==> src/rtl/glb_pkg.sv <==
// Package for the grid line bitboard: board geometry, field widths,
// command classes, the queued command type and the line helper functions.
// Depends on nothing; every rtl file refers to it by scoped names.
package glb_pkg;

    // Board geometry
    localparam int BOARD_SIZE    = 15;
    localparam int WINDOW_RADIUS = 4;
    localparam int DIAG_COUNT    = 2 * BOARD_SIZE - 1;
    localparam int CELL_W        = 2;
    localparam int LINE_W        = CELL_W * BOARD_SIZE;
    localparam int WIN_W         = CELL_W * (2 * WINDOW_RADIUS + 1);
    localparam int PAD_W         = CELL_W * WINDOW_RADIUS;
    localparam int EXT_W         = LINE_W + 2 * PAD_W;
    localparam int POS_W         = $clog2(BOARD_SIZE);
    localparam int DIAG_W        = $clog2(DIAG_COUNT);

    // Port field widths
    localparam int FUNC_W  = 2;
    localparam int COORD_W = 4;

    // Function codes on the input
    localparam logic [FUNC_W-1:0] FN_CLEAR = 2'd0;
    localparam logic [FUNC_W-1:0] FN_SET   = 2'd1;
    localparam logic [FUNC_W-1:0] FN_READ  = 2'd2;

    // Off-board cell code, refused on set
    localparam logic [CELL_W-1:0] CODE_OFF = 2'd0;

    // Command classes handed from front to back
    localparam int KIND_W = 3;
    localparam logic [KIND_W-1:0] K_ZERO  = 3'd0;
    localparam logic [KIND_W-1:0] K_CLEAR = 3'd1;
    localparam logic [KIND_W-1:0] K_WRITE = 3'd2;
    localparam logic [KIND_W-1:0] K_READ  = 3'd3;
    localparam logic [KIND_W-1:0] K_ERROR = 3'd4;

    // Command queue depth
    localparam int QUEUE_DEPTH = 2;
    localparam int QPTR_W      = $clog2(QUEUE_DEPTH);
    localparam int QCNT_W      = $clog2(QUEUE_DEPTH + 1);

    typedef struct packed {
        logic [KIND_W-1:0] kind;
        logic [POS_W-1:0]  row;
        logic [POS_W-1:0]  col;
        logic [POS_W-1:0]  pc;    // cell position in row, diagonal and anti lines
        logic [POS_W-1:0]  pr;    // cell position in column line
        logic [DIAG_W-1:0] diag;
        logic [DIAG_W-1:0] anti;
        logic [CELL_W-1:0] code;
    } t_cmd;

    localparam logic [LINE_W-1:0] LINE_ONES = {LINE_W{1'b1}};

    // Reset image of a main diagonal: board cells 3, padding 0
    function automatic logic [LINE_W-1:0] diag_init(input int idx);
        logic [LINE_W-1:0] v;
        int                r;
        v = '0;
        for (int p = 0; p < BOARD_SIZE; p++) begin
            r = idx - (BOARD_SIZE - 1 - p);
            if (r >= 0 && r < BOARD_SIZE) v[CELL_W*p +: CELL_W] = '1;
        end
        return v;
    endfunction

    // Reset image of an anti-diagonal
    function automatic logic [LINE_W-1:0] anti_init(input int idx);
        logic [LINE_W-1:0] v;
        int                r;
        v = '0;
        for (int p = 0; p < BOARD_SIZE; p++) begin
            r = idx - p;
            if (r >= 0 && r < BOARD_SIZE) v[CELL_W*p +: CELL_W] = '1;
        end
        return v;
    endfunction

    // Cell at a line position
    function automatic logic [CELL_W-1:0] cell_at(input logic [LINE_W-1:0] line,
                                                  input logic [POS_W-1:0]  pos);
        return CELL_W'(line >> {pos, 1'b0});
    endfunction

    // Line with one cell replaced
    function automatic logic [LINE_W-1:0] put_cell(input logic [LINE_W-1:0] line,
                                                   input logic [POS_W-1:0]  pos,
                                                   input logic [CELL_W-1:0] code);
        logic [LINE_W-1:0] mask;
        mask = LINE_W'({CELL_W{1'b1}}) << {pos, 1'b0};
        return (line & ~mask) | (LINE_W'(code) << {pos, 1'b0});
    endfunction

    // Window centred on a position; off-line slots read 0 via zero padding
    function automatic logic [WIN_W-1:0] window_of(input logic [LINE_W-1:0] line,
                                                   input logic [POS_W-1:0]  pos);
        logic [EXT_W-1:0] ext;
        ext = {{PAD_W{1'b0}}, line, {PAD_W{1'b0}}};
        return WIN_W'(ext >> {pos, 1'b0});
    endfunction

endpackage

==> src/rtl/glb_cmd_fifo.sv <==
// Short command queue between front and back ends.
// Depends on glb_pkg for the command type and depth.
module glb_cmd_fifo (
    input  logic           i_clk,
    input  logic           i_rst_n,
    input  logic           i_push,
    input  glb_pkg::t_cmd  i_cmd,
    input  logic           i_pop,
    output logic           o_full,
    output logic           o_valid,
    output glb_pkg::t_cmd  o_cmd
);

    glb_pkg::t_cmd               r_q [glb_pkg::QUEUE_DEPTH];
    logic [glb_pkg::QPTR_W-1:0]  r_wr;
    logic [glb_pkg::QPTR_W-1:0]  r_rd;
    logic [glb_pkg::QCNT_W-1:0]  r_cnt;
    logic                        do_pop;

    assign o_full  = (r_cnt == glb_pkg::QCNT_W'(glb_pkg::QUEUE_DEPTH));
    assign o_valid = (r_cnt != '0);
    assign o_cmd   = r_q[r_rd];
    assign do_pop  = i_pop && o_valid;

    // Entry storage
    always_ff @(posedge i_clk) begin
        if (i_push) r_q[r_wr] <= i_cmd;
    end

    // Pointers and fill count
    always_ff @(posedge i_clk) begin
        if (!i_rst_n) begin
            r_wr  <= '0;
            r_rd  <= '0;
            r_cnt <= '0;
        end else begin
            if (i_push) r_wr <= (r_wr == glb_pkg::QPTR_W'(glb_pkg::QUEUE_DEPTH - 1))
                                ? '0 : r_wr + 1'b1;
            if (do_pop) r_rd <= (r_rd == glb_pkg::QPTR_W'(glb_pkg::QUEUE_DEPTH - 1))
                                ? '0 : r_rd + 1'b1;
            if (i_push && !do_pop)      r_cnt <= r_cnt + 1'b1;
            else if (do_pop && !i_push) r_cnt <= r_cnt - 1'b1;
        end
    end

endmodule

==> config.mk <==
export PLATFORM = sky130hd
export DESIGN_NAME = glb_cmd_fifo
export DESIGN_NICKNAME = d
export VERILOG_FILES = /design/src/rtl/glb_pkg.sv /design/src/rtl/glb_cmd_fifo.sv
export SDC_FILE = /design/constraint.sdc
export NUM_CORES = 1
export LEC_CHECK = 0
export BUFFER_PORTS_ARGS = -buffer_cell sky130_fd_sc_hd__buf_2
export CORE_MARGIN = 1.5
export CORE_UTILIZATION = 46
export DETAILED_ROUTE_END_ITERATION = 12
export HOLD_SLACK_MARGIN = 0.06
export PLACE_DENSITY_LB_ADDON = 0.2
export RECOVER_POWER = 25
export SLEW_MARGIN = 10
export SYNTH_ARGS = -nofsm -noshare
export SYNTH_HDL_FRONTEND = slang
export SYNTH_SLANG_ARGS = --single-unit
export TNS_END_PERCENT = 5
==> constraint.sdc <==
create_clock -name i_clk -period 2.35 [get_ports i_clk]
set_clock_uncertainty 0.1 [all_clocks]
set_input_delay 0.47 -clock i_clk [delete_from_list [all_inputs] [get_ports i_clk]]
set_output_delay 0.47 -clock i_clk [all_outputs]
set_load 0.01 [all_outputs]
* Word level (Yosys, flattened, before mapping)
Memory sizes are Yosys's and may differ from the RTL's. A register that Yosys moved wholly into a read port is not among the register bits. Index checks and enable logic that the tools add are counted. Widths: inputs -> output; s select.
Cells by class: eq/ne operators 1, multiplexer cells 8, reduce and logical (&&, ||, !) cells 7, add/subtract/negate cells 4
Operator list (count):
- $mux 1 | 6
- $mux 2 | 2
- $reduce_bool 2->1 | 2
- $logic_and 1x1->1 | 3
- $add 1x1->1 const B | 2
- $add 2x1->2 const B | 1
- $eq 2x2->1 const B | 1
- $logic_not 1->1 | 2
- $sub 2x1->2 const B | 1
Storage, ports and cells: input port bits 35, register bits 4, memories kept 1, output and inout bits 33, bits in writable memories 62
Memory list:
- r_q | depth 2, bits a word 31, rd ports 1, clocked after memory_dff 1, wr ports 1, RTL line glb_cmd_fifo.sv:14 | glb_pkg::t_cmd r_q [glb_pkg::QUEUE_DEPTH];

* Logic depth before layout (Yosys ltp)
word-level depth 5, mapped depth 5, depth with buffers taken out 5

* Worst setup path before layout
Ideal clock, no wire load.
path type input-to-reg, from input port i_push, to memory r_q[0][0] (netlist bit), enable pin, required time 1826 ps, setup time 424 ps, path slack -80 ps, arrival 1906 ps, stages on the path 1, cell sequence nor2b_1
On the way: longest elaborated chain between the ends 2
Ends and longest elaborated chain:
- start, declared | RTL line glb_cmd_fifo.sv:6 | input logic i_push,
- $mux 1 | RTL line glb_cmd_fifo.sv:27 | if (i_push) r_q[r_wr] <= i_cmd;
- $mux 1 (implied by the code) | RTL line glb_cmd_fifo.sv:27
- end, declared | RTL line glb_cmd_fifo.sv:14
Every way passes these cells.

==> impl_metrics.xml <==
<?xml version="1.0" encoding="UTF-8"?>
<metrics>
  <group name="yosys">
    <metric name="syn-mean-instance-area" unit="µm²">20.73</metric>
    <metric name="synthMostInstantiatedCell" unit="">sky130_fd_sc_hd__edfxtp_1</metric>
    <metric name="synthDominantAreaCellType" unit="">sky130_fd_sc_hd__edfxtp_1</metric>
    <metric name="synth_top_area_share" unit="%">76.11</metric>
    <metric name="synth.cell_area" unit="mm²">0.002446</metric>
    <metric name="synth.top_cells.by_area" unit="">sky130_fd_sc_hd__edfxtp_1, sky130_fd_sc_hd__mux2_2, sky130_fd_sc_hd__dfxtp_1, sky130_fd_sc_hd__and2_1, sky130_fd_sc_hd__nor2b_1</metric>
    <metric name="fraction_of_registers_with_async_set_or_reset_after_synthesis" unit="%">0</metric>
    <metric name="synth-warning-count" unit="">0</metric>
    <metric name="synth-edff-count" unit="">62</metric>
    <metric name="yosysUniqueCellTypes" unit="">15</metric>
    <metric name="ys_seq_area_share" unit="%">80.20</metric>
    <metric name="syn-num-nets" unit="">154</metric>
    <metric name="synth_top_cells_by_count" unit="">sky130_fd_sc_hd__edfxtp_1, sky130_fd_sc_hd__mux2_2, sky130_fd_sc_hd__dfxtp_1</metric>
    <metric name="synth.ff_latch_count" unit="">67</metric>
    <metric name="synthFlopType" unit="">sky130_fd_sc_hd__edfxtp_1</metric>
    <metric name="syn-instance-count" unit="">118</metric>
  </group>
  <group name="cts">
    <metric name="clk_pin_slew" unit="ns">0.07</metric>
    <metric name="cts_hold_buffers" unit="">0</metric>
    <metric name="cts_post_setup_buffers_inserted" unit="">0</metric>
    <metric name="clock_insertion_delay_worst_skew" unit="ns">0.32</metric>
    <metric name="htree_num_levels" unit="">3</metric>
    <metric name="cts.path.max_buffers" unit="">2</metric>
    <metric name="postCtsResizedCells" unit="">0</metric>
    <metric name="clock_tree.root_cell" unit="">sky130_fd_sc_hd__clkbuf_8</metric>
    <metric name="cts_made_buffers" unit="">9</metric>
    <metric name="cts_num_sinks" unit="">67</metric>
    <metric name="tritoncts" unit="">yes</metric>
  </group>
  <group name="power">
    <metric name="share_clk_of_total_power" unit="%">26.1</metric>
    <metric name="swShare" unit="%">26.65</metric>
    <metric name="power.share.combinational" unit="%">24.8</metric>
    <metric name="cell_internal_pwr" unit="W">0.002151</metric>
    <metric name="seq_power_share" unit="%">49.1</metric>
    <metric name="power.ir.vdd_worst" unit="V">0.0006660</metric>
    <metric name="switching_power" unit="W">0.0007816</metric>
    <metric name="ratio_of_total_power_to_cell_area" unit="mW/mm²">959.5</metric>
    <metric name="p_leak" unit="nW">1.141</metric>
  </group>
  <group name="sta">
    <metric name="final-max-slew-violation-count" unit="">0</metric>
    <metric name="period_share" unit="%">85.84</metric>
    <metric name="worst-slew-pin-transition" unit="ns">0.4747</metric>
    <metric name="max_freq" unit="MHz">495.7</metric>
    <metric name="hold_violations" unit="">0</metric>
    <metric name="setup_tns" unit="ns">0</metric>
    <metric name="timing.final.setup_violations" unit="">0</metric>
    <metric name="max-slew-margin-rel" unit="%">68.28</metric>
    <metric name="layout_min_cycle_time" unit="ns">2.017</metric>
    <metric name="grt_setup_unrepaired" unit="">false</metric>
  </group>
  <group name="place">
    <metric name="dp.cells" unit="">256</metric>
    <metric name="port_buffers" unit="">67</metric>
    <metric name="gp_congestion" unit="">0.6856</metric>
    <metric name="place.detailed.hpwl" unit="mm">2.698</metric>
    <metric name="post_dp_cell_area" unit="mm²">0.002904</metric>
  </group>
  <group name="worst_setup_path">
    <metric name="path_cells" unit="">buf_4 -&gt; mux2_2 -&gt; buf_2</metric>
    <metric name="worstPathMaxFanout" unit="">18</metric>
    <metric name="arrival" unit="ns">1.45</metric>
    <metric name="start_kind" unit="">flop</metric>
    <metric name="reg2reg_to" unit="">r_cnt[1]$_SDFFE_PN0P_</metric>
    <metric name="regToRegSetupSlack" unit="ns">0.81</metric>
    <metric name="worst_setup_path_end_kind" unit="">primary output</metric>
    <metric name="timing.setup.critical_path_class" unit="">flop to primary output</metric>
    <metric name="depth_of_the_worst_register_to_register_path" unit="">4</metric>
    <metric name="critical_path.slowest_cell" unit="">sky130_fd_sc_hd__mux2_2</metric>
    <metric name="slowest_delay" unit="ns">0.37</metric>
    <metric name="critical_path.reg2reg.startpoint" unit="">r_cnt[0]$_SDFFE_PN0P_</metric>
    <metric name="worstPathRequired" unit="ns">1.78</metric>
  </group>
  <group name="route">
    <metric name="route.met2.wl" unit="mm">2.016</metric>
    <metric name="routedLengthMet1" unit="mm">1.645</metric>
    <metric name="totalWireLength" unit="mm">4.031</metric>
    <metric name="drt_iter0_markers" unit="">45</metric>
    <metric name="wl_per_cell" unit="µm">14.82</metric>
    <metric name="route.detailed.drc" unit="">0</metric>
    <metric name="routed-wl-met3" unit="µm">311</metric>
    <metric name="vias_per_cell" unit="">4.801</metric>
    <metric name="route.top_layer_used" unit="">met4</metric>
    <metric name="drt_pre_antenna_iters" unit="">4</metric>
    <metric name="antenna_left" unit="">0</metric>
    <metric name="dr_total_vias" unit="">1306</metric>
  </group>
  <group name="grt">
    <metric name="antenna_found_initial" unit="">0</metric>
    <metric name="grt_first_pass_wirelength" unit="mm">6.513</metric>
    <metric name="grt_remaining_overflow" unit="">0</metric>
    <metric name="grt_usage" unit="%">14.95</metric>
    <metric name="first_global_vias" unit="">1408</metric>
    <metric name="pin_count_of_the_biggest_net_entering_global_routing" unit="">32</metric>
  </group>
  <group name="final_layout">
    <metric name="drive_gt1_share" unit="%">54.95</metric>
    <metric name="final-instance-count-excl-fill" unit="">272</metric>
    <metric name="layout.nets" unit="">233</metric>
    <metric name="antenna_cells" unit="">0</metric>
    <metric name="layout.cell_area.non_filler" unit="mm²">0.003057</metric>
    <metric name="area_growth_syn_to_layout" unit="%">24.96</metric>
  </group>
  <group name="floorplanning">
    <metric name="placeableCoreArea" unit="mm²">0.005107</metric>
    <metric name="dieWidth" unit="µm">75.92</metric>
    <metric name="std_cell_rows" unit="">26</metric>
    <metric name="pin_count" unit="">68</metric>
    <metric name="initial_utilization" unit="%">47.89</metric>
    <metric name="die-area" unit="mm²">0.005764</metric>
    <metric name="die_y" unit="µm">75.92</metric>
  </group>
  <group name="hold_path">
    <metric name="worst_hold_path.endpoint" unit="">r_q[1][13]$_DFFE_PP_</metric>
    <metric name="worst_hold_path.num_cells" unit="">1</metric>
    <metric name="worstHoldPathType" unit="">input pin to flop</metric>
    <metric name="worstHoldStart" unit="">i_cmd[13]</metric>
  </group>
  <group name="run">
    <metric name="max_cap_violations" unit="">0</metric>
  </group>
  <group name="outcome">
    <metric name="run_status" unit="">finished, final reports clean</metric>
  </group>
</metrics>
## placed cells by master, fill, tap and decap left out
master / n
sky130_fd_sc_hd__o21a_1: 1
sky130_fd_sc_hd__nor2b_4: 1
sky130_fd_sc_hd__clkinvlp_4: 2
sky130_fd_sc_hd__clkinv_1: 2
sky130_fd_sc_hd__o21ai_0: 1
sky130_fd_sc_hd__mux2_2: 31
sky130_fd_sc_hd__xor2_1: 1
sky130_fd_sc_hd__a21boi_1: 1
sky130_fd_sc_hd__clkbuf_8: 9
sky130_fd_sc_hd__buf_12: 1
sky130_fd_sc_hd__clkinv_2: 2
sky130_fd_sc_hd__or2_2: 1
sky130_fd_sc_hd__xnor2_1: 2
sky130_fd_sc_hd__buf_4: 3
sky130_fd_sc_hd__dfxtp_1: 5
sky130_fd_sc_hd__ha_1: 1
sky130_fd_sc_hd__nor2b_1: 2
sky130_fd_sc_hd__edfxtp_1: 62
sky130_fd_sc_hd__or3_1: 1
sky130_fd_sc_hd__o21ai_1: 1
sky130_fd_sc_hd__clkbuf_1: 7
sky130_fd_sc_hd__and2_1: 4
sky130_fd_sc_hd__buf_2: 61
## cell type report
class,count,area [µm²]
Multi-Input combinational cell,48,476.7
Sequential cell,67,1962
Fill cell,414,2051
Clock buffer,10,127.6
Tap cell,70,87.58
Clock inverter,6,32.53
Timing Repair Buffer,71,370.4
## power groups by stage
stage	clock network (W)	registers (W)	logic, W
after detailed placement	0	0.00146	0.000734
after floorplan	0	0.00146	0.000479
after global placement	0	0.00146	0.000717
after global routing	0.000838	0.00145	0.000792
after CTS	0.000796	0.00144	0.000742
final	0.000766	0.00144	0.000727
## metrics by stage
stage	power, W	util [%]	setup WS, ns	hold WS, ns
floorplan	0.001936	-	0.5084	0.3735
global placement	0.002174	56.86	0.7047	0.3861
detailed placement	0.002199	56.86	0.6583	0.4165
CTS	0.002977	60.00	0.2978	0.2125
global route	0.003078	59.85	0.2543	0.2096
finish	0.002933	59.85	0.3328	0.2295
## flip-flops by register name, summed over array words and instances (netlist names), named ones only
register	count
r_q	62
r_cnt	2
r_rd	1
r_wr	1
## logic make-up after synthesis
kind of cell | Yosys count | synth area share, %
multiplexers | 31 | 14.27
AND/OR/NAND/NOR | 9 | 2.302
AO/OA/AOI/OAI | 4 | 1.023
buffers and inverters | 3 | 0.6136
XOR/XNOR | 3 | 1.074
adder cells (fa/ha/maj) | 1 | 0.5114
flip-flops | 67 | 80.20
## worst max path at each step
stage / start / to
finish: flop / o_cmd[9]
global route: flop / o_cmd[25]
CTS: flop / o_cmd[10]
detailed placement: i_push / r_q[0][5]$_DFFE_PP_
global placement: flop / o_cmd[10]
floorplan: i_push / r_q[0][0]$_DFFE_PP_
## worst max-delay path: cells and delay by family (launching register included)
family / cells / cell delay (ns)
buffers and inverters: 2 / 0.40
DFF: 1 / 0.34
muxes: 1 / 0.37
## layer usage
layer | track usage (%) | vias up
met5 | 0 | -
met4 | 7.778 | 0
met3 | 6.024 | 10
met2 | 24.50 | 52
met1 | 16.86 | 629
li1 | - | 615
(Power assumes the default switching activity.)
