===== src/rtl/glb_pkg.sv =====
// Package for the grid line bitboard: board geometry, field widths,
// command classes, the queued command type and the line helper functions.
// Depends on nothing; every rtl file refers to it by scoped names.
package glb_pkg;

    // Board geometry
    localparam int BOARD_SIZE    = 15;
    localparam int WINDOW_RADIUS = 4;
    localparam int DIAG_COUNT    = 2 * BOARD_SIZE - 1;
    localparam int CELL_W        = 2;
    localparam int LINE_W        = CELL_W * BOARD_SIZE;
    localparam int WIN_W         = CELL_W * (2 * WINDOW_RADIUS + 1);
    localparam int PAD_W         = CELL_W * WINDOW_RADIUS;
    localparam int EXT_W         = LINE_W + 2 * PAD_W;
    localparam int POS_W         = $clog2(BOARD_SIZE);
    localparam int DIAG_W        = $clog2(DIAG_COUNT);

    // Port field widths
    localparam int FUNC_W  = 2;
    localparam int COORD_W = 4;

    // Function codes on the input
    localparam logic [FUNC_W-1:0] FN_CLEAR = 2'd0;
    localparam logic [FUNC_W-1:0] FN_SET   = 2'd1;
    localparam logic [FUNC_W-1:0] FN_READ  = 2'd2;

    // Off-board cell code, refused on set
    localparam logic [CELL_W-1:0] CODE_OFF = 2'd0;

    // Command classes handed from front to back
    localparam int KIND_W = 3;
    localparam logic [KIND_W-1:0] K_ZERO  = 3'd0;
    localparam logic [KIND_W-1:0] K_CLEAR = 3'd1;
    localparam logic [KIND_W-1:0] K_WRITE = 3'd2;
    localparam logic [KIND_W-1:0] K_READ  = 3'd3;
    localparam logic [KIND_W-1:0] K_ERROR = 3'd4;

    // Command queue depth
    localparam int QUEUE_DEPTH = 2;
    localparam int QPTR_W      = $clog2(QUEUE_DEPTH);
    localparam int QCNT_W      = $clog2(QUEUE_DEPTH + 1);

    typedef struct packed {
        logic [KIND_W-1:0] kind;
        logic [POS_W-1:0]  row;
        logic [POS_W-1:0]  col;
        logic [POS_W-1:0]  pc;    // cell position in row, diagonal and anti lines
        logic [POS_W-1:0]  pr;    // cell position in column line
        logic [DIAG_W-1:0] diag;
        logic [DIAG_W-1:0] anti;
        logic [CELL_W-1:0] code;
    } t_cmd;

    localparam logic [LINE_W-1:0] LINE_ONES = {LINE_W{1'b1}};

    // Reset image of a main diagonal: board cells 3, padding 0
    function automatic logic [LINE_W-1:0] diag_init(input int idx);
        logic [LINE_W-1:0] v;
        int                r;
        v = '0;
        for (int p = 0; p < BOARD_SIZE; p++) begin
            r = idx - (BOARD_SIZE - 1 - p);
            if (r >= 0 && r < BOARD_SIZE) v[CELL_W*p +: CELL_W] = '1;
        end
        return v;
    endfunction

    // Reset image of an anti-diagonal
    function automatic logic [LINE_W-1:0] anti_init(input int idx);
        logic [LINE_W-1:0] v;
        int                r;
        v = '0;
        for (int p = 0; p < BOARD_SIZE; p++) begin
            r = idx - p;
            if (r >= 0 && r < BOARD_SIZE) v[CELL_W*p +: CELL_W] = '1;
        end
        return v;
    endfunction

    // Cell at a line position
    function automatic logic [CELL_W-1:0] cell_at(input logic [LINE_W-1:0] line,
                                                  input logic [POS_W-1:0]  pos);
        return CELL_W'(line >> {pos, 1'b0});
    endfunction

    // Line with one cell replaced
    function automatic logic [LINE_W-1:0] put_cell(input logic [LINE_W-1:0] line,
                                                   input logic [POS_W-1:0]  pos,
                                                   input logic [CELL_W-1:0] code);
        logic [LINE_W-1:0] mask;
        mask = LINE_W'({CELL_W{1'b1}}) << {pos, 1'b0};
        return (line & ~mask) | (LINE_W'(code) << {pos, 1'b0});
    endfunction

    // Window centred on a position; off-line slots read 0 via zero padding
    function automatic logic [WIN_W-1:0] window_of(input logic [LINE_W-1:0] line,
                                                   input logic [POS_W-1:0]  pos);
        logic [EXT_W-1:0] ext;
        ext = {{PAD_W{1'b0}}, line, {PAD_W{1'b0}}};
        return WIN_W'(ext >> {pos, 1'b0});
    endfunction

endpackage


===== src/rtl/glb_front.sv =====
// Front end: takes a transfer on start and sorts it into a queued command
// with all line indices and positions worked out. Depends on glb_pkg.
module glb_front (
    input  logic                          start,
    input  logic                          busy,
    input  logic [glb_pkg::FUNC_W-1:0]    i_func,
    input  logic [glb_pkg::COORD_W-1:0]   i_row,
    input  logic [glb_pkg::COORD_W-1:0]   i_col,
    input  logic [glb_pkg::CELL_W-1:0]    i_cell_code,
    output logic                          o_push,
    output glb_pkg::t_cmd                 o_cmd
);

    logic                         on_board;
    logic [glb_pkg::POS_W-1:0]    pc;
    logic [glb_pkg::POS_W-1:0]    pr;

    assign o_push   = start && !busy;
    assign on_board = (i_row < glb_pkg::COORD_W'(glb_pkg::BOARD_SIZE))
                   && (i_col < glb_pkg::COORD_W'(glb_pkg::BOARD_SIZE));

    // Positions within the lines, first column in the high bits
    assign pc = glb_pkg::POS_W'(glb_pkg::BOARD_SIZE - 1) - glb_pkg::POS_W'(i_col);
    assign pr = glb_pkg::POS_W'(glb_pkg::BOARD_SIZE - 1) - glb_pkg::POS_W'(i_row);

    // Classify
    always_comb begin
        o_cmd      = '0;
        o_cmd.row  = glb_pkg::POS_W'(i_row);
        o_cmd.col  = glb_pkg::POS_W'(i_col);
        o_cmd.pc   = pc;
        o_cmd.pr   = pr;
        o_cmd.diag = glb_pkg::DIAG_W'(i_row) + glb_pkg::DIAG_W'(i_col);
        o_cmd.anti = glb_pkg::DIAG_W'(pc) + glb_pkg::DIAG_W'(i_row);
        o_cmd.code = i_cell_code;
        case (i_func)
            glb_pkg::FN_CLEAR: begin
                o_cmd.kind = glb_pkg::K_CLEAR;
            end
            glb_pkg::FN_SET: begin
                if (i_cell_code == glb_pkg::CODE_OFF) o_cmd.kind = glb_pkg::K_ERROR;
                else if (on_board)                    o_cmd.kind = glb_pkg::K_WRITE;
                else                                  o_cmd.kind = glb_pkg::K_ZERO;
            end
            glb_pkg::FN_READ: begin
                o_cmd.kind = on_board ? glb_pkg::K_READ : glb_pkg::K_ZERO;
            end
            default: begin
                o_cmd.kind = glb_pkg::K_ZERO;
            end
        endcase
    end

endmodule


===== config.mk =====
export PLATFORM = sky130hd
export DESIGN_NAME = glb_front
export DESIGN_NICKNAME = d
export VERILOG_FILES = /design/src/rtl/glb_pkg.sv /design/src/rtl/glb_front.sv
export SDC_FILE = /design/constraint.sdc
export NUM_CORES = 1
export LEC_CHECK = 0
export ABC_AREA = 1
export ABC_CLOCK_PERIOD_IN_PS = 2800
export BUFFER_PORTS_ARGS = -buffer_cell sky130_fd_sc_hd__buf_2
export CELL_PAD_IN_SITES_DETAIL_PLACEMENT = 1
export CELL_PAD_IN_SITES_GLOBAL_PLACEMENT = 2
export CORE_UTILIZATION = 20
export DETAILED_ROUTE_END_ITERATION = 6
export GPL_TIMING_DRIVEN = 1
export PLACE_DENSITY_LB_ADDON = 0.3
export SYNTH_ARGS = -nofsm -noshare
export SYNTH_HDL_FRONTEND = slang
export SYNTH_SLANG_ARGS = --single-unit

===== constraint.sdc =====
create_clock -name vclk -period 2.8
set_input_delay 0.28 -clock vclk [all_inputs]
set_output_delay 0.28 -clock vclk [all_outputs]
set_load 0.03 [all_outputs]

Word-level counts from Yosys, hierarchy flattened --
Cells that the tools add are included.
Word-level totals: register bits after elaboration 0, output and inout bits 32, input bits 14, logic and storage cells 17
Cells by class: reductions and logical operators 5, $lt $le $gt $ge 2, multiplexer cells 4, $add $sub $neg 4, equality and inequality tests 2
Operator list (count):
- adder 4 x 4 -> 5 bit | 2
- one-hot mux 3 bit (3 select lines) | 1
- < comparator 4 bit (second input constant) | 2
- subtractor 4 bit (first input constant) | 2
- logical NOT 2 bit | 2
- two-way mux 2 bit | 2
- two-way mux 3 bit | 1
- == test 2 x 1 -> 1 bit (second input constant) | 1
- == test 2 bit (second input constant) | 1
- logical AND 1 bit | 2
- logical NOT 1 bit | 1

Logic depth before layout (Yosys ltp) --
Gate-level depths: netlist of the first run.
depth in word-level cells 5, mapped depth 7, depth with buffers taken out 7

Worst setup path before layout of the first run --
Ideal clock, no wire load.
path kind input to output, from input i_col[0] (netlist bit), to output o_cmd[4] (netlist bit), arrival 1.956 ns, cell stages on the path 4, slack 0.564 ns, data required time 2.520 ns, path buffers 0, cell sequence ha_1 -> xnor2_1 -> ha_1 -> xor2_1
RTL lines:
- from (decl) | line glb_front.sv:8 | input logic [glb_pkg::COORD_W-1:0] i_col,
- to (decl) | line glb_front.sv:11 | output glb_pkg::t_cmd o_cmd

==> results of run 1 <==
-- synth_stat cells, drive strengths merged --
library cell / n / area [um^2]
o21ai: 1 / 5.000
xor2: 3 / 26.28
o21bai: 1 / 7.510
nand3b: 1 / 7.510
or2: 1 / 6.260
nand2: 14 / 52.55
inv: 16 / 60.06
nand3: 10 / 50.05
buf: 13 / 97.59
xnor2: 3 / 26.28
nor2: 4 / 15.01
fa: 2 / 40.04
nor3: 1 / 5.000
ha: 11 / 137.6
a21oi: 5 / 25.02
-- logic make-up (layout without fill, tap and decap cells) --
family                   after synthesis  in the layout
AO/OA/AOI/OAI                          7              7
adder cells (fa/ha/maj)               13             13
buffers and inverters                 29             62
XOR/XNOR                               6              6
AND/OR/NAND/NOR                       31             31
-- worst max-delay path, stage by stage --
cell	delay [ns]
buf_2	0.14
ha_1	0.21
xnor2_1	0.20
ha_1	0.33
a21oi_1	0.16
nand3_1	0.08
nand2_1	0.06
buf_2	0.18
-- routing by layer --
metal  share of wire, %  routed length, um  track usage (%)  vias up
met5                  0                  0                0        -
met4                  0                  0                0        0
met3                7.6                115           0.5464        0
met2                 48                718            19.08       28
met1                 45                678            12.84      270
li1                   -                  -                -      325
-- metrics by stage --
step	area, um^2	hold WS (ns)	std cells	power, mW
after floorplan	561.8	0.6718	86	0.1805
after detailed placement	732.0	0.8277	149	0.2391
after CTS	732.0	0.8286	149	0.2398
after global placement	732.0	0.8245	149	0.2369
after global routing	732.0	0.8385	149	0.2567
final	732.0	0.8263	149	0.2353
-- worst max-delay path by stage --
stage	cells past startpoint	to	slack, ns
global placement	8	o_cmd[5]	0.85
CTS	8	o_cmd[5]	0.83
detailed placement	8	o_cmd[5]	0.83
finish	8	o_cmd[5]	0.88
global route	8	o_cmd[5]	0.75
floorplan	4	o_cmd[4]	0.56
-- power by group through the flow --
stage	combinational, mW	clock (mW)	sequential, mW
2_1_floorplan	0.180	0	0
6_report	0.235	0	0
4_1_cts	0.240	0	0
5_1_grt	0.257	0	0
3_3_place_gp	0.237	0	0
3_5_place_dp	0.239	0	0
-- placed cells by master (no fill, tap or decap), drive strengths merged --
master / netlist / routed
buf: 13 / 46
inv: 16 / 16
nand2: 14 / 14
ha: 11 / 11
nand3: 10 / 10
a21oi: 5 / 5
nor2: 4 / 4
xor2: 3 / 3
xnor2: 3 / 3
fa: 2 / 2
o21bai: 1 / 1
nor3: 1 / 1
o21ai: 1 / 1
nand3b: 1 / 1
or2: 1 / 1
-- area by class of cell --
class,count,area (um^2)
Inverter,16,60.06
Multi-Input combinational cell,57,404.1
Tap cell,30,37.54
Timing Repair Buffer,46,230.2
Fill cell,358,1836
==> metrics.cfg, run 1 <==
[outcome]
status = finished, final reports clean

[min_path]
hold_class = in2out
hp-start = i_cell_code[1]
hold_depth = 2
holdPathEnd = o_cmd[1]

[floorplanning]
rows = 18
die_w_um = 55
die_area_um2 = 3025
fp.coreArea_um2 = 2567
io_pins = 46
start_util_pct = 21.88
die_h_um = 55

[place]
pre_cts_ws_ns = 0.8284
io_buffers = 46
gp_congestion = 0.7931
hpwl_um = 1362

[yosys]
ys_types = 15
syn-instance-count = 86
ys_seq_area_share_pct = 0
yosys.area_share.xor_xnor_pct = 9.354
synth_compound_area_share_pct = 6.682
syn_area_per_cell_um2 = 6.532
syn-cell-area_um2 = 561.8
yosysWarnings = 0
yosys-mux-area-fraction_pct = 0
synthAdderAreaFrac_pct = 31.63
yosys.area_share.simple_pct = 24.28
syn_nets = 113
synth_top_family_by_area = adder cells

[final_layout]
final_nets = 148
drive_gt1_share_pct = 38.66
antenna_cells = 0
n_clock_buffer = 0
area_delta_synth_final_pct = 30.29
utilization_pct = 28.51
seqCellArea_um2 = 0
seq_cell_count = 0

[power]
power_frac_clock_pct = 0
seqPwrFrac_pct = 0
combPwrFrac_pct = 100.0
p_sw_mw = 0.1637
ir_drop_v = 0.0001298
internal-power_mw = 0.07160
p_per_area_nw_per_um2 = 321.5
swShare_pct = 69.57
p_leak_nw = 0.4606

[sta]
postLayoutSetupSlackWorst_ns = 0.8787
rsz0062_at_grt = false
fmax_mhz = 520.5
setup_viol = 0
min_period_over_period_pct = 68.62
final_max_slew_viol_count = 0
slew_headroom_pct = 85.05
finalHoldViolCount = 0
setup_tns_ns = 0
period_needed_ns = 1.921
worst_pin_slew_ns = 0.2243

[global_route]
grt_usage_pct = 9.972
grt_pass1_wl_um = 2242
grt_pass1_vias = 513
overflow = 0
antenna_found_initial = 0
grt_max_degree = 9

[setup_path]
critPathLaunchType = input pin
criticalPathCategory = in2out
worst_ep_arrival_time_ns = 1.64
critPathMaxFanout = 6
worst_ep_required_time_ns = 2.52
end_kind = output port
cp-startpoint = i_col[0]

[drt]
final_antenna_net_count = 0
detail_route.first_pass.iterations = 2
initialDrtViolationCount = 3
drt_wl_total_um = 1511
vias = 623
drcViolationCount = 0
wire_per_inst_um = 10.14
vias_per_cell = 4.181

[flow_run]
drv_cap = 0

[clocking]
cts_setup_buffers = 0
ctsResizeCount = 0
holdBufCountCts = 0

Power figures use the tool's default switching activity.
==> run 2: changes to the inputs <==
--- a/config.mk
+++ b/config.mk
@@ -5,12 +5,12 @@
 export SDC_FILE = /design/constraint.sdc
 export NUM_CORES = 1
 export LEC_CHECK = 0
-export ABC_AREA = 1
-export ABC_CLOCK_PERIOD_IN_PS = 2800
+export ABC_AREA = 0
+export ABC_CLOCK_PERIOD_IN_PS = 1800
 export BUFFER_PORTS_ARGS = -buffer_cell sky130_fd_sc_hd__buf_2
 export CELL_PAD_IN_SITES_DETAIL_PLACEMENT = 1
 export CELL_PAD_IN_SITES_GLOBAL_PLACEMENT = 2
-export CORE_UTILIZATION = 20
+export CORE_UTILIZATION = 19
 export DETAILED_ROUTE_END_ITERATION = 6
 export GPL_TIMING_DRIVEN = 1
 export PLACE_DENSITY_LB_ADDON = 0.3
==> constraint.sdc (replaced) <==
create_clock -name vclk -period 1.8
set_input_delay 0.18 -clock vclk [all_inputs]
set_output_delay 0.18 -clock vclk [all_outputs]
set_load 0.03 [all_outputs]
==> metrics.cfg, run 2 <==
[outcome]
status = finished, final reports clean

[drt]
final_antenna_net_count = 0
initialDrtViolationCount = 2
drt_wl_total_um = 1305
drcViolationCount = 0
detail_route.first_pass.iterations = 4
vias = 527
vias_per_cell = 4.150
wire_per_inst_um = 10.28

[final_layout]
drive_gt1_share_pct = 58.76
antenna_cells = 0
final_cells = 127
fin_area_um2 = 732.0
layout_commonest_cell = buf_2
final_nets = 126
area_delta_synth_final_pct = 46.98
n_fill_cell = 322
seqCellArea_um2 = 0
seq_cell_count = 0
layout_common_cells = buf_2, ha_1, inv_1
n_clock_buffer = 0

[clocking]
cts_setup_buffers = 0
holdBufCountCts = 0

[sta]
setup_tns_ns = 0
setup_viol = 0
worst_pin_slew_ns = 0.1910
fmax_mhz = 581.8
period_needed_ns = 1.719
min_period_over_period_pct = 95.49
slew_headroom_pct = 87.26
postLayoutSetupSlackWorst_ns = 0.08111
final_max_slew_viol_count = 0
rsz0062_at_grt = true
finalHoldViolCount = 0
holdWs_ns = 0.6282

[floorplanning]
fp.coreArea_um2 = 2477
die_w_um = 53.20
die_h_um = 53.20
rows = 18
start_util_pct = 20.10
die_area_um2 = 2830
io_pins = 46

[yosys]
synth_most_common_cell = buf_4
yosys.area_share.simple_pct = 12.56
yosysWarnings = 0
yosys.area_share.xor_xnor_pct = 14.07
synth_top_area_share_pct = 27.64
ys_seq_area_share_pct = 0
synth_top_family_by_area = adder cells
synth_area_leader_cell = ha_1
synthAdderAreaFrac_pct = 35.68
syn_nets = 88
synth_common_cells = buf_4, ha_1, inv_1
yosys-mux-area-fraction_pct = 0
syn-instance-count = 61
syn_area_per_cell_um2 = 8.164
synthTopCellsByArea = ha_1, buf_4, xnor2_1, fa_1, a21o_1
synth_compound_area_share_pct = 13.57
syn-cell-area_um2 = 498.0
ys_types = 15

[power]
p_per_area_nw_per_um2 = 525.1
p_leak_nw = 0.4264
ir_drop_v = 0.0002134

[setup_path]
path_cells = buf_2 -> ha_1 -> inv_2 -> ha_1 -> a21o_1 -> a21oi_2 -> xnor2_2 -> buf_6
criticalPathCategory = in2out
slowest_stage = ha_1
crit_buf_inv = 3
cp_slowest_stage_delay_ns = 0.30
worst_ep_arrival_time_ns = 1.54
path_common_cell = ha_1
worst_ep_required_time_ns = 1.62
critPathMaxFanout = 4
critPathLaunchType = input pin
path_delay_family = adder cells
end_kind = output port

[place]
placed_area_um2 = 705.7
pre_cts_ws_ns = -0.02247
io_buffers = 46
hpwl_um = 1168
gp_congestion = 0.6915
dpl.cell_count = 127

[flow_run]
drv_cap = 0

[global_route]
grt_pass1_wl_um = 2194
antenna_found_initial = 0
grt_max_degree = 9
overflow = 0
grt_usage_pct = 10.10
grt_pass1_vias = 514

[min_path]
hold_class = in2out

-- run 2: layout make-up --
type	count	area [um^2]	share of cell area (%)
Inverter	6	22.52	3.077
Tap cell	30	37.54	5.128
Multi-Input combinational cell	42	410.4	56.07
Timing Repair Buffer	49	261.5	35.73
-- run 2: kinds of logic after synthesis --
group | Yosys count
AOI/OAI and AO/OA | 10
xor gates and xnor gates | 8
adders and majority gates | 13
buffers and inverters | 19
and+or+nand+nor | 11
-- run 2: final timing paths --
check                 depth (start not counted)     start       end  slack, ns
worst max-delay path                          8  i_col[0]  o_cmd[5]       0.08
worst min-delay path                          3      busy    o_push       0.63
-- run 2: repair_timing --
action | CTS | global route
pin swaps | 0 | 1
cloned | 0 | 0
endpoints found under the setup margin | 2 | 3
gates resized for setup | 3 | 5
-- run 2: metrics by stage --
step | total power [mW] | util [%]
2_1_floorplan | 0.2814 | -
3_3_place_gp | 0.3708 | 28.48
3_5_place_dp | 0.3741 | 28.48
4_1_cts | 0.3809 | 28.69
5_1_grt | 0.4199 | 29.55
6_report | 0.3843 | 29.55
-- run 2: worst min-delay path, cell delays in order --
cell	delay, ns
buf_2	0.07
nor2b_1	0.03
buf_2	0.16
-- run 2: power by group --
| part | internal, mW | total (mW) | switching (mW) | leakage, nW |
|---|---|---|---|---|
| clock network | 0 | 0 | 0 | 0 |
| registers | 0 | 0 | 0 | 0 |
| logic | 0.135 | 0.384 | 0.249 | 0.426 |
| total | 0.135 | 0.384 | 0.249 | 0.426 |
-- run 2: per-layer routing --
metal  vias to the layer above  track usage (%)  routed length (um)
li1                        260                -                   -
met2                        30            19.20                 637
met5                         -                0                   0
met1                       237            13.01                 543
met4                         0                0                   0
met3                         0           0.5747                 123
